### src/design/dhfi_pkg.sv
// Package with shared types and constants of the double-hash find-or-insert block
package dhfi_pkg;
    localparam int unsigned KEY_W  = 48;
    localparam int unsigned SIZE_W = 13;
    localparam int unsigned SLOT_W = 12;
    localparam int unsigned STAT_W = 2;

    localparam logic [STAT_W-1:0] ST_FOUND    = 2'd0;
    localparam logic [STAT_W-1:0] ST_INSERTED = 2'd1;
    localparam logic [STAT_W-1:0] ST_FULL     = 2'd2;

    // Commands from controller to datapath
    typedef struct packed {
        logic load;      // capture key, start reductions
        logic div_step;  // one bit of the two modulo reductions
        logic setup;     // turn remainders into home slot and step
        logic clr_step;  // one entry of the clearing pass
        logic rd;        // issue a key store read at the current slot
        logic wr;        // store the key at the current slot
        logic adv;       // move to the next probe slot
    } t_dp_cmd;

    // Status from datapath to controller
    typedef struct packed {
        logic key_zero;
        logic div_done;
        logic clr_done;
        logic hit_empty;
        logic hit_match;
        logic probes_done;
    } t_dp_sts;
endpackage

### src/design/dhfi_ctrl.sv
// Controller: sequences clearing, reduction, probing and result hand-off
module dhfi_ctrl #(
    parameter int unsigned AW = 12
) (
    input  logic                        i_clk,
    input  logic                        i_rst_n,
    input  logic                        i_valid,
    output logic                        o_stall,
    output logic                        o_valid,
    input  logic                        i_stall,
    output logic [AW-1:0]               o_slot,
    output logic [dhfi_pkg::STAT_W-1:0] o_status,
    input  dhfi_pkg::t_dp_sts           i_sts,
    input  logic [AW-1:0]               i_pos,
    output dhfi_pkg::t_dp_cmd           o_cmd
);
    import dhfi_pkg::*;

    typedef enum logic [2:0] {
        S_CLEAR, S_IDLE, S_CHECK, S_DIV, S_SETUP, S_READ, S_EVAL
    } t_state;

    t_state r_state, n_state;
    logic   r_valid, n_valid;
    logic [AW-1:0]     r_slot, n_slot;
    logic [STAT_W-1:0] r_status, n_status;
    logic   out_free;

    assign out_free = !r_valid || !i_stall;

    // Next state and commands
    always_comb begin
        n_state  = r_state;
        n_valid  = r_valid && i_stall;
        n_slot   = r_slot;
        n_status = r_status;
        o_cmd    = '0;
        case (r_state)
            S_CLEAR: begin
                o_cmd.clr_step = !i_sts.clr_done;
                if (i_sts.clr_done) begin
                    n_state = S_IDLE;
                end
            end
            S_IDLE: begin
                if (i_valid) begin
                    o_cmd.load = 1'b1;
                    n_state    = S_CHECK;
                end
            end
            S_CHECK: begin
                if (i_sts.key_zero) begin
                    if (out_free) begin
                        n_valid  = 1'b1;
                        n_slot   = '0;
                        n_status = ST_FULL;
                        n_state  = S_IDLE;
                    end
                end else begin
                    n_state = S_DIV;
                end
            end
            S_DIV: begin
                if (i_sts.div_done) begin
                    n_state = S_SETUP;
                end else begin
                    o_cmd.div_step = 1'b1;
                end
            end
            S_SETUP: begin
                o_cmd.setup = 1'b1;
                n_state     = S_READ;
            end
            S_READ: begin
                o_cmd.rd = 1'b1;
                n_state  = S_EVAL;
            end
            S_EVAL: begin
                if (i_sts.hit_empty || i_sts.hit_match || i_sts.probes_done) begin
                    if (out_free) begin
                        n_valid = 1'b1;
                        n_state = S_IDLE;
                        if (i_sts.hit_empty) begin
                            o_cmd.wr = 1'b1;
                            n_slot   = i_pos;
                            n_status = ST_INSERTED;
                        end else if (i_sts.hit_match) begin
                            n_slot   = i_pos;
                            n_status = ST_FOUND;
                        end else begin
                            n_slot   = '0;
                            n_status = ST_FULL;
                        end
                    end
                end else begin
                    o_cmd.adv = 1'b1;
                    n_state   = S_READ;
                end
            end
            default: begin
                n_state = S_IDLE;
            end
        endcase
    end

    // Hold state and result register
    always_ff @(posedge i_clk) begin
        if (!i_rst_n) begin
            r_state <= S_CLEAR;
            r_valid <= 1'b0;
        end else begin
            r_state <= n_state;
            r_valid <= n_valid;
        end
        r_slot   <= n_slot;
        r_status <= n_status;
    end

    assign o_stall  = (r_state != S_IDLE);
    assign o_valid  = r_valid;
    assign o_slot   = r_slot;
    assign o_status = r_status;
endmodule

### config.mk
export PLATFORM = sky130hd
export DESIGN_NAME = dhfi_ctrl
export DESIGN_NICKNAME = d
export VERILOG_FILES = /design/src/design/dhfi_pkg.sv /design/src/design/dhfi_ctrl.sv
export SDC_FILE = /design/constraint.sdc
export NUM_CORES = 1
export LEC_CHECK = 0
export ABC_AREA = 1
export BUFFER_PORTS_ARGS = -buffer_cell sky130_fd_sc_hd__buf_4
export CORE_MARGIN = 1.5
export CORE_UTILIZATION = 47
export CTS_BUF_LIST = sky130_fd_sc_hd__clkbuf_4
export DETAILED_ROUTE_END_ITERATION = 12
export GPL_ROUTABILITY_DRIVEN = 0
export GPL_TIMING_DRIVEN = 0
export PLACE_DENSITY = 0.8
export REMOVE_ABC_BUFFERS = 1
export SYNTH_ARGS = -nofsm -noshare
export SYNTH_HDL_FRONTEND = slang
export SYNTH_SLANG_ARGS = --single-unit
### constraint.sdc
create_clock -name i_clk -period 2.2 [get_ports i_clk]
set_input_delay 0.22 -clock i_clk [delete_from_list [all_inputs] [get_ports i_clk]]
set_output_delay 0.22 -clock i_clk [all_outputs]
set_load 0.05 [all_outputs]
==> Yosys cells after proc, flatten, opt, wreduce, memory -nomap -nowiden <==
Index checks and enable logic that the tools add are counted.
{ "word_totals": {"register_bits": 18, "latchBits": 0, "ram_bits": 0, "romBits": 0, "output_inout_bits": 23, "wordCells": 66, "mem_count": 0} }
{ "op_classes": {"n_addsub": 0, "multipliers": 0, "n_div": 0, "magnitude_cmp": 0, "n_eq_ne": 14, "n_shift": 0, "mux": 37, "bitwise": 0, "n_reduce_logical": 11} }
{ "ops": {"columns": ["cell", "count"], "rows": [
  ["$mux 12", 6],
  ["$pmux 12 s2", 1],
  ["$pmux 3 s7", 1],
  ["$mux 3", 6],
  ["$mux 1", 14],
  ["$mux 2", 7],
  ["$ne 2x2->1 const B", 7],
  ["$eq 3x3->1 const B", 3],
  ["$eq 3x2->1 const B", 2],
  ["$reduce_and 5->1", 1],
  ["$pmux 2 s2", 1],
  ["$eq 3x1->1 const B", 1],
  ["$logic_not 1->1", 3],
  ["$logic_not 3->1", 1],
  ["$logic_or 1x1->1", 3],
  ["$ne 3x1->1 const B", 1],
  ["$reduce_and 3->1", 1],
  ["$pmux 1 s2", 1],
  ["$reduce_bool 2->1", 1],
  ["$logic_and 1x1->1", 1]
]} }

==> Logic depth before layout (Yosys ltp) <==
Gate-level depths: netlist of the first run.
{ "depth": {"depth_word": 5, "depth_mapped": 8, "ltp_nobuf": 8} }

==> Worst setup path before layout of the first run <==
Ideal clock, no wire load.
{ "synth_path": {"path_kind": "reg-to-output", "startpoint": "reg r_state[2]", "endpoint": "out o_cmd[1] in the netlist's numbering", "arrival_ns": 1.830, "required_ns": 1.980, "setup_slack_ns": 0.150, "stages_incl_launch_ff": 5, "n_path_buf": 0, "path_cell_list": "dfxtp_1 inv_2 nor3_4 inv_2 nor3_1"} }
{ "synth_rtl": {"columns": ["item", "line", "source"], "rows": [
  ["from (decl)", "dhfi_ctrl.sv:23", "t_state r_state, n_state;"],
  ["from (signal assigned)", "dhfi_ctrl.sv:112", "r_state <= n_state;"],
  ["to (decl)", "dhfi_ctrl.sv:15", "output dhfi_pkg::t_dp_cmd o_cmd"]
]} }

==> results.json, run 1 <==
{
  "post_cts_hold_buffer_count": 0,
  "insertion_delay_ns": 0.29,
  "final-instance-count-excl-fill": 175,
  "post_synth_num_cell_types": 20,
  "timing.critical_path.arrival_ns": 1.57,
  "fraction_of_post_synthesis_cell_area_in_the_top_cell_type_by_area_pct": 44.9,
  "layout_worst_path_cycle_share_pct": 81.2,
  "post-route-drc-count": 0,
  "pre_cts_slack_ns": 0.148,
  "timing.fmax_mhz": 560,
  "post_route_cells_drive_above_1_share_pct": 50.0,
  "drt_total_wl_um": 1900,
  "holdCritPathClass": "in -> reg",
  "postSynthAreaPerCell_um2": 9.01,
  "postSynth.asyncResetShare_pct": 0,
  "setup_total_negative_slack_ns": 0,
  "fin_ws_ns": 0.415,
  "dp_hpwl_um": 1580,
  "end_kind": "output pin",
  "x_dimension_of_the_die_um": 47.7,
  "dpl_cell_area_um2": 1290,
  "vias_per_cell": 4.63,
  "vdd.ir_drop.worst_mv": 0.497,
  "routed_wire_per_std_cell_um": 10.9,
  "cts_max_path_buffers": 2,
  "cellLeakagePower_uw": 0.000626,
  "multiInputGateArea_um2": 338,
  "slew_violations": 0,
  "cts_inserted_buffers": 3,
  "final-seq-area_um2": 500,
  "whs_ns": 0.181,
  "critical_path_class": "reg -> out",
  "clkTransAtPathRegs_ns": 0.09,
  "fin_nets": 174,
  "die_h_um": 47.7,
  "core_area_um2": 1800,
  "timing.slew.headroom_pct": 47.9,
  "run_status": "finished, final reports clean",
  "clock-skew-final_ns": 0.00319,
  "num_vias": 810,
  "wp_data_required_ns": 1.98,
  "via_count_of_the_first_global_routing_pass": 710,
  "initial_core_util_pct": 52.0,
  "synth_area_leader_cell": "sky130_fd_sc_hd__edfxtp_1",
  "setup_viol_count_final": 0,
  "commonest_cells_after_routing_fill_and_taps_aside": "sky130_fd_sc_hd__buf_4 (44), sky130_fd_sc_hd__inv_1 (20), sky130_fd_sc_hd__nor2_1 (15)",
  "ant_nets_after_route": 0,
  "synth-warning-count": 0,
  "antenna-diode-count": 0,
  "number_of_antenna_violations_at_the_first_check_in_global_routing": 0,
  "synthesis.instances": 104,
  "cts.sinks": 18,
  "period_minus_slack_ns": 1.79,
  "placed_cells_incl_taps": 172,
  "ys_seq_area_share_pct": 53.4,
  "num_io_pins": 45,
  "worst-slew-pin-transition_ns": 0.782,
  "post-route-cell-area_um2": 1310,
  "yosys-top-cells-area": "sky130_fd_sc_hd__edfxtp_1 (45%), sky130_fd_sc_hd__dfxtp_1 (8.5%), sky130_fd_sc_hd__inv_1 (8.0%)",
  "tritoncts": "done",
  "cp_max_fo": 7,
  "drt_pass1_iterations": 4,
  "die-area_um2": 2270,
  "number_of_enable_type_register_cells_in_the_synthesized_netlist": 14,
  "buffer_ports.inserted": 44,
  "grt_overflow": 0,
  "root_buffer_cell": "sky130_fd_sc_hd__clkbuf_4",
  "layout_commonest_cell": "sky130_fd_sc_hd__buf_4",
  "netlist_area_um2": 937,
  "maximum_number_of_pins_on_one_net_before_global_route_repair": 15,
  "max_cap_viol_count": 0,
  "drt_first_iter_violations": 4,
  "std_cell_rows": 15,
  "yosys_register_bits": 18,
  "primary_ff_master_synth": "sky130_fd_sc_hd__edfxtp_1",
  "worstSetupStartpointType": "flop",
  "report.final.hold_viol_count": 0,
  "first_pass_grt_wire_length_um": 2820,
  "synthToLayoutAreaGrowth_pct": 40.1,
  "rsz0062_at_grt": "false",
  "grtUsageTotal_pct": 18.1,
  "final.fill_count": 133,
  "htree_num_levels": 1,
  "cellPowerDensity_nw_per_um2": 569
}
## final cells by class
cell class	count	share of cell area (%)
clock buffers	3	1.72
well taps	25	2.38
multi-input cells	61	25.7
inverters	24	6.86
flip-flops and latches	18	38.1
repair buffers	44	25.2
## routing by layer
metal	GRT usage [%]	wire length, um	up-vias
li1	-	-	416
met1	21.2	755	355
met2	32.2	976	34
met3	5.66	150	5
met4	4.86	21	0
met5	0	0	-
## registers in the layout, indices dropped and copies added (netlist names)
register  cells
o_valid       1
o_slot       12
o_status      2
r_state       3
## per-stage QoR
step | util (%) | total power, uW
floorplan | - | 529
global placement | 71.5 | 595
detailed placement | 71.5 | 600
CTS | 72.7 | 750
global route | 72.8 | 778
finish | 72.8 | 747
## final timing paths
| check | cells past startpoint | slack (ns) | to | startpoint |
|---|---|---|---|---|
| worst min-delay path | 3 | 0.18 | r_state[0] | i_rst_n |
| worst max register to register | 4 | 0.42 | o_slot[3] | r_state[1] |
| worst max-delay path | 5 | 0.41 | o_cmd[1] | r_state[2] |
| worst min register to register | 2 | 0.57 | o_valid | o_valid |
## synth_stat cells, types with 2 or more instances
| master | count |
|---|---|
| sky130_fd_sc_hd__inv_2 | 4 |
| sky130_fd_sc_hd__nor2_1 | 16 |
| sky130_fd_sc_hd__a21oi_1 | 2 |
| sky130_fd_sc_hd__nand3_1 | 4 |
| sky130_fd_sc_hd__edfxtp_1 | 14 |
| sky130_fd_sc_hd__a21oi_2 | 2 |
| sky130_fd_sc_hd__dfxtp_1 | 4 |
| sky130_fd_sc_hd__inv_1 | 20 |
| sky130_fd_sc_hd__nor2_4 | 2 |
| sky130_fd_sc_hd__nor2_2 | 12 |
| sky130_fd_sc_hd__nand2_2 | 3 |
| sky130_fd_sc_hd__nand2_1 | 13 |
## where the power goes
part           switching (uW)  total [uW]  internal (uW)
logic                     130         200           70.3
clock network            90.9         155           63.7
registers                13.9         392            378
## repair_timing
action                     CTS  global route
setup endpoints to repair    0            14
resized for setup            0             1
buffers inserted             0             0
## critical path, cell delays in order (launching register included)
cell and delay, ns:
sky130_fd_sc_hd__dfxtp_1 0.51, sky130_fd_sc_hd__inv_2 0.12, sky130_fd_sc_hd__nor3_4 0.22, sky130_fd_sc_hd__inv_2 0.08, sky130_fd_sc_hd__nor3_1 0.13, sky130_fd_sc_hd__buf_4 0.22
## logic make-up (layout without fill, tap and decap cells)
family	count (synthesis)	after routing	synth area share, %
and+or+nand+nor	55	55	31.4
buffers and inverters	25	71	10.8
DFF	18	18	53.4
AOI/OAI and AO/OA	6	6	4.41
(Power assumes the default switching activity.)
==> run 2: changes to the inputs <==
- ABC_AREA: 1 -> 0
- CORE_UTILIZATION: 47 -> 45
- PLACE_DENSITY: 0.8 -> 0.79
- clock period: 2.2 -> 1.86 ns (I/O delays scaled with it)
==> run 2 against run 1 <==
Die area down 5.6%. First-iteration DRC count up 50%. Global-route usage down 0.59 points. Sequential share of layout area up 3.4 points. Critical path type unchanged.
==> results.json, run 2 <==
{
  "post_route_cells_drive_above_1_share_pct": 45.7,
  "std_cell_rows": 15,
  "layout_worst_path_cycle_share_pct": 92.1,
  "ant_nets_after_route": 0,
  "drt_total_wl_um": 1730,
  "synth_area_leader_cell": "sky130_fd_sc_hd__edfxtp_1",
  "period_minus_slack_ns": 1.71,
  "number_of_antenna_violations_at_the_first_check_in_global_routing": 0,
  "postSynthAreaPerCell_um2": 11.7,
  "number_of_enable_type_register_cells_in_the_synthesized_netlist": 14,
  "yosys-top-cells-area": "sky130_fd_sc_hd__edfxtp_1 (50%), sky130_fd_sc_hd__and2_1 (12%), sky130_fd_sc_hd__dfxtp_1 (9.5%)",
  "drt_first_iter_violations": 6,
  "post_synth_num_cell_types": 30,
  "num_vias": 696,
  "postSynth.asyncResetShare_pct": 0,
  "run_status": "finished, final reports clean",
  "synthToLayoutAreaGrowth_pct": 43.8,
  "multiInputGateArea_um2": 310,
  "yosys_register_bits": 18,
  "final-seq-area_um2": 503,
  "netlist_area_um2": 843,
  "cts.sinks": 18,
  "fin_nets": 139,
  "die_h_um": 46.3,
  "drt_pass1_iterations": 4,
  "wp_data_required_ns": 1.67,
  "critical_path_class": "reg -> out",
  "synthMostInstantiatedCell": "sky130_fd_sc_hd__and2_1",
  "maximum_number_of_pins_on_one_net_before_global_route_repair": 17,
  "cts_resized": 1,
  "worstHoldEndpoint": "o_valid",
  "antenna-diode-count": 0,
  "core_area_um2": 1750,
  "endpoint_of_the_worst_register_to_register_path": "o_status[1]",
  "commonest_cells_after_routing_fill_and_taps_aside": "sky130_fd_sc_hd__buf_4 (44), sky130_fd_sc_hd__and2_1 (15), sky130_fd_sc_hd__edfxtp_1 (14)",
  "first_pass_grt_wire_length_um": 2570,
  "post_cts_hold_buffer_count": 0,
  "rsz0062_at_grt": "false",
  "vdd.ir_drop.worst_mv": 0.412,
  "worstSetupStartpointType": "flop",
  "whs_ns": 0.124,
  "initial_core_util_pct": 48.3,
  "largest_register_ff_count": 12,
  "worst_setup_startpoint": "r_state[1]",
  "synth_top_cells_by_count": "sky130_fd_sc_hd__and2_1 (16), sky130_fd_sc_hd__edfxtp_1 (14), sky130_fd_sc_hd__dfxtp_1 (4), sky130_fd_sc_hd__nor2_1 (4)",
  "dp_hpwl_um": 1310,
  "timing.slew.headroom_pct": 72.0,
  "post-route-drc-count": 0,
  "layout_commonest_cell": "sky130_fd_sc_hd__buf_4",
  "pre_cts_slack_ns": 0.000826,
  "setup_total_negative_slack_ns": 0,
  "synthesis.instances": 72,
  "vias_per_cell": 4.94,
  "fraction_of_post_synthesis_cell_area_in_the_top_cell_type_by_area_pct": 49.9,
  "fin_ws_ns": 0.146,
  "ys_seq_area_share_pct": 59.3,
  "worst-r2r-cell-count": 3,
  "holdCritPathClass": "in -> reg",
  "insertion_delay_ns": 0.29,
  "report.final.hold_viol_count": 0,
  "setup_viol_count_final": 0,
  "buffer_ports.inserted": 44,
  "cellLeakagePower_uw": 0.000531,
  "slew_violations": 0,
  "die-area_um2": 2140,
  "cp_max_fo": 11,
  "worstHoldStart": "i_rst_n",
  "post-cts-setup-buffers": 0,
  "r2r_start": "r_state[1]",
  "tritoncts": "done",
  "worst-slew-pin-transition_ns": 0.417,
  "cts_inserted_buffers": 3,
  "htree_num_levels": 1,
  "end_kind": "output pin",
  "via_count_of_the_first_global_routing_pass": 606,
  "primary_ff_master_synth": "sky130_fd_sc_hd__edfxtp_1",
  "x_dimension_of_the_die_um": 46.3,
  "grt_overflow": 0,
  "final_util_pct": 69.5,
  "root_buffer_cell": "sky130_fd_sc_hd__clkbuf_4",
  "grtUsageTotal_pct": 17.5,
  "timing.fmax_mhz": 584,
  "r2r_slack_ns": 0.16,
  "final.fill_count": 140,
  "cts_max_path_buffers": 2,
  "routed_wire_per_std_cell_um": 12.2,
  "synth-warning-count": 0,
  "cellPowerDensity_nw_per_um2": 652,
  "max_cap_viol_count": 0,
  "clkTransAtPathRegs_ns": 0.10,
  "clock-skew-final_ns": 0.00580,
  "worst_hold_path.num_cells": 2,
  "timing.critical_path.arrival_ns": 1.53,
  "num_io_pins": 45
}
## run 2: changes by cell type after synthesis, moves of 2 or more
cell | before | now
sky130_fd_sc_hd__clkbuf_1 | 0 | 3
sky130_fd_sc_hd__inv_2 | 4 | 0
sky130_fd_sc_hd__a21oi_1 | 2 | 0
sky130_fd_sc_hd__nor2_4 | 2 | 0
sky130_fd_sc_hd__o21a_1 | 0 | 2
sky130_fd_sc_hd__and2_1 | 0 | 16
sky130_fd_sc_hd__nor2_1 | 16 | 4
sky130_fd_sc_hd__inv_1 | 20 | 3
sky130_fd_sc_hd__a21oi_2 | 2 | 0
sky130_fd_sc_hd__nand3_1 | 4 | 0
sky130_fd_sc_hd__nand2_2 | 3 | 0
sky130_fd_sc_hd__nand2_1 | 13 | 3
sky130_fd_sc_hd__nor2_2 | 12 | 0
## run 2: area by class of cell
| type | instances | area share [%] |
|---|---|---|
| Clock buffer | 3 | 1.86 |
| Tap cell | 25 | 2.58 |
| Timing Repair Buffer | 44 | 27.2 |
| Multi-Input combinational cell | 47 | 25.6 |
| Inverter | 3 | 0.929 |
| Sequential cell | 18 | 41.5 |
| Clock inverter | 1 | 0.310 |
## run 2: layer usage
metal / global-route usage [%] / routed length [um] / up-vias
met1: 21.1 / 699 / 318
li1: - / - / 348
met5: 0 / 0 / -
met2: 27.8 / 921 / 28
met4: 9.14 / 11 / 0
met3: 5.49 / 93 / 2
## run 2: per-stage QoR
stage | area (um^2) | instances | total power, uW
2_1_floorplan | 821 | 68 | 541
3_3_place_gp | 1180 | 137 | 603
3_5_place_dp | 1180 | 137 | 606
4_1_cts | 1210 | 141 | 798
5_1_grt | 1210 | 141 | 829
6_report | 1210 | 141 | 791
## run 2: worst max-delay path: stages (launching register included)
cell and delay [ns]:
sky130_fd_sc_hd__dfxtp_1 0.42, sky130_fd_sc_hd__or3b_2 0.50, sky130_fd_sc_hd__nor2_1 0.11, sky130_fd_sc_hd__buf_4 0.21
## run 2: worst max path at each step
stage	end	cells past startpoint
final	o_cmd[6]	3
after global placement	o_slot[8]	3
after global routing	o_slot[8]	3
after detailed placement	o_slot[10]	3
after floorplan	o_cmd[6]	2
after CTS	o_cmd[6]	3
## run 2: kinds of logic (layout without fill, tap and decap cells)
| logic type | after synthesis | in the layout | share of synthesized area (%) |
|---|---|---|---|
| AND/OR/NAND/NOR | 35 | 35 | 24.9 |
| flip-flops | 18 | 18 | 59.3 |
| AO/OA/AOI/OAI | 11 | 11 | 10.5 |
| multiplexers | 1 | 1 | 1.19 |
| buffers and inverters | 7 | 51 | 4.01 |
## run 2: where the power goes
part	internal [uW]	switching [uW]
clock network	78.0	115
registers	440	13.2
logic	64.0	79.9
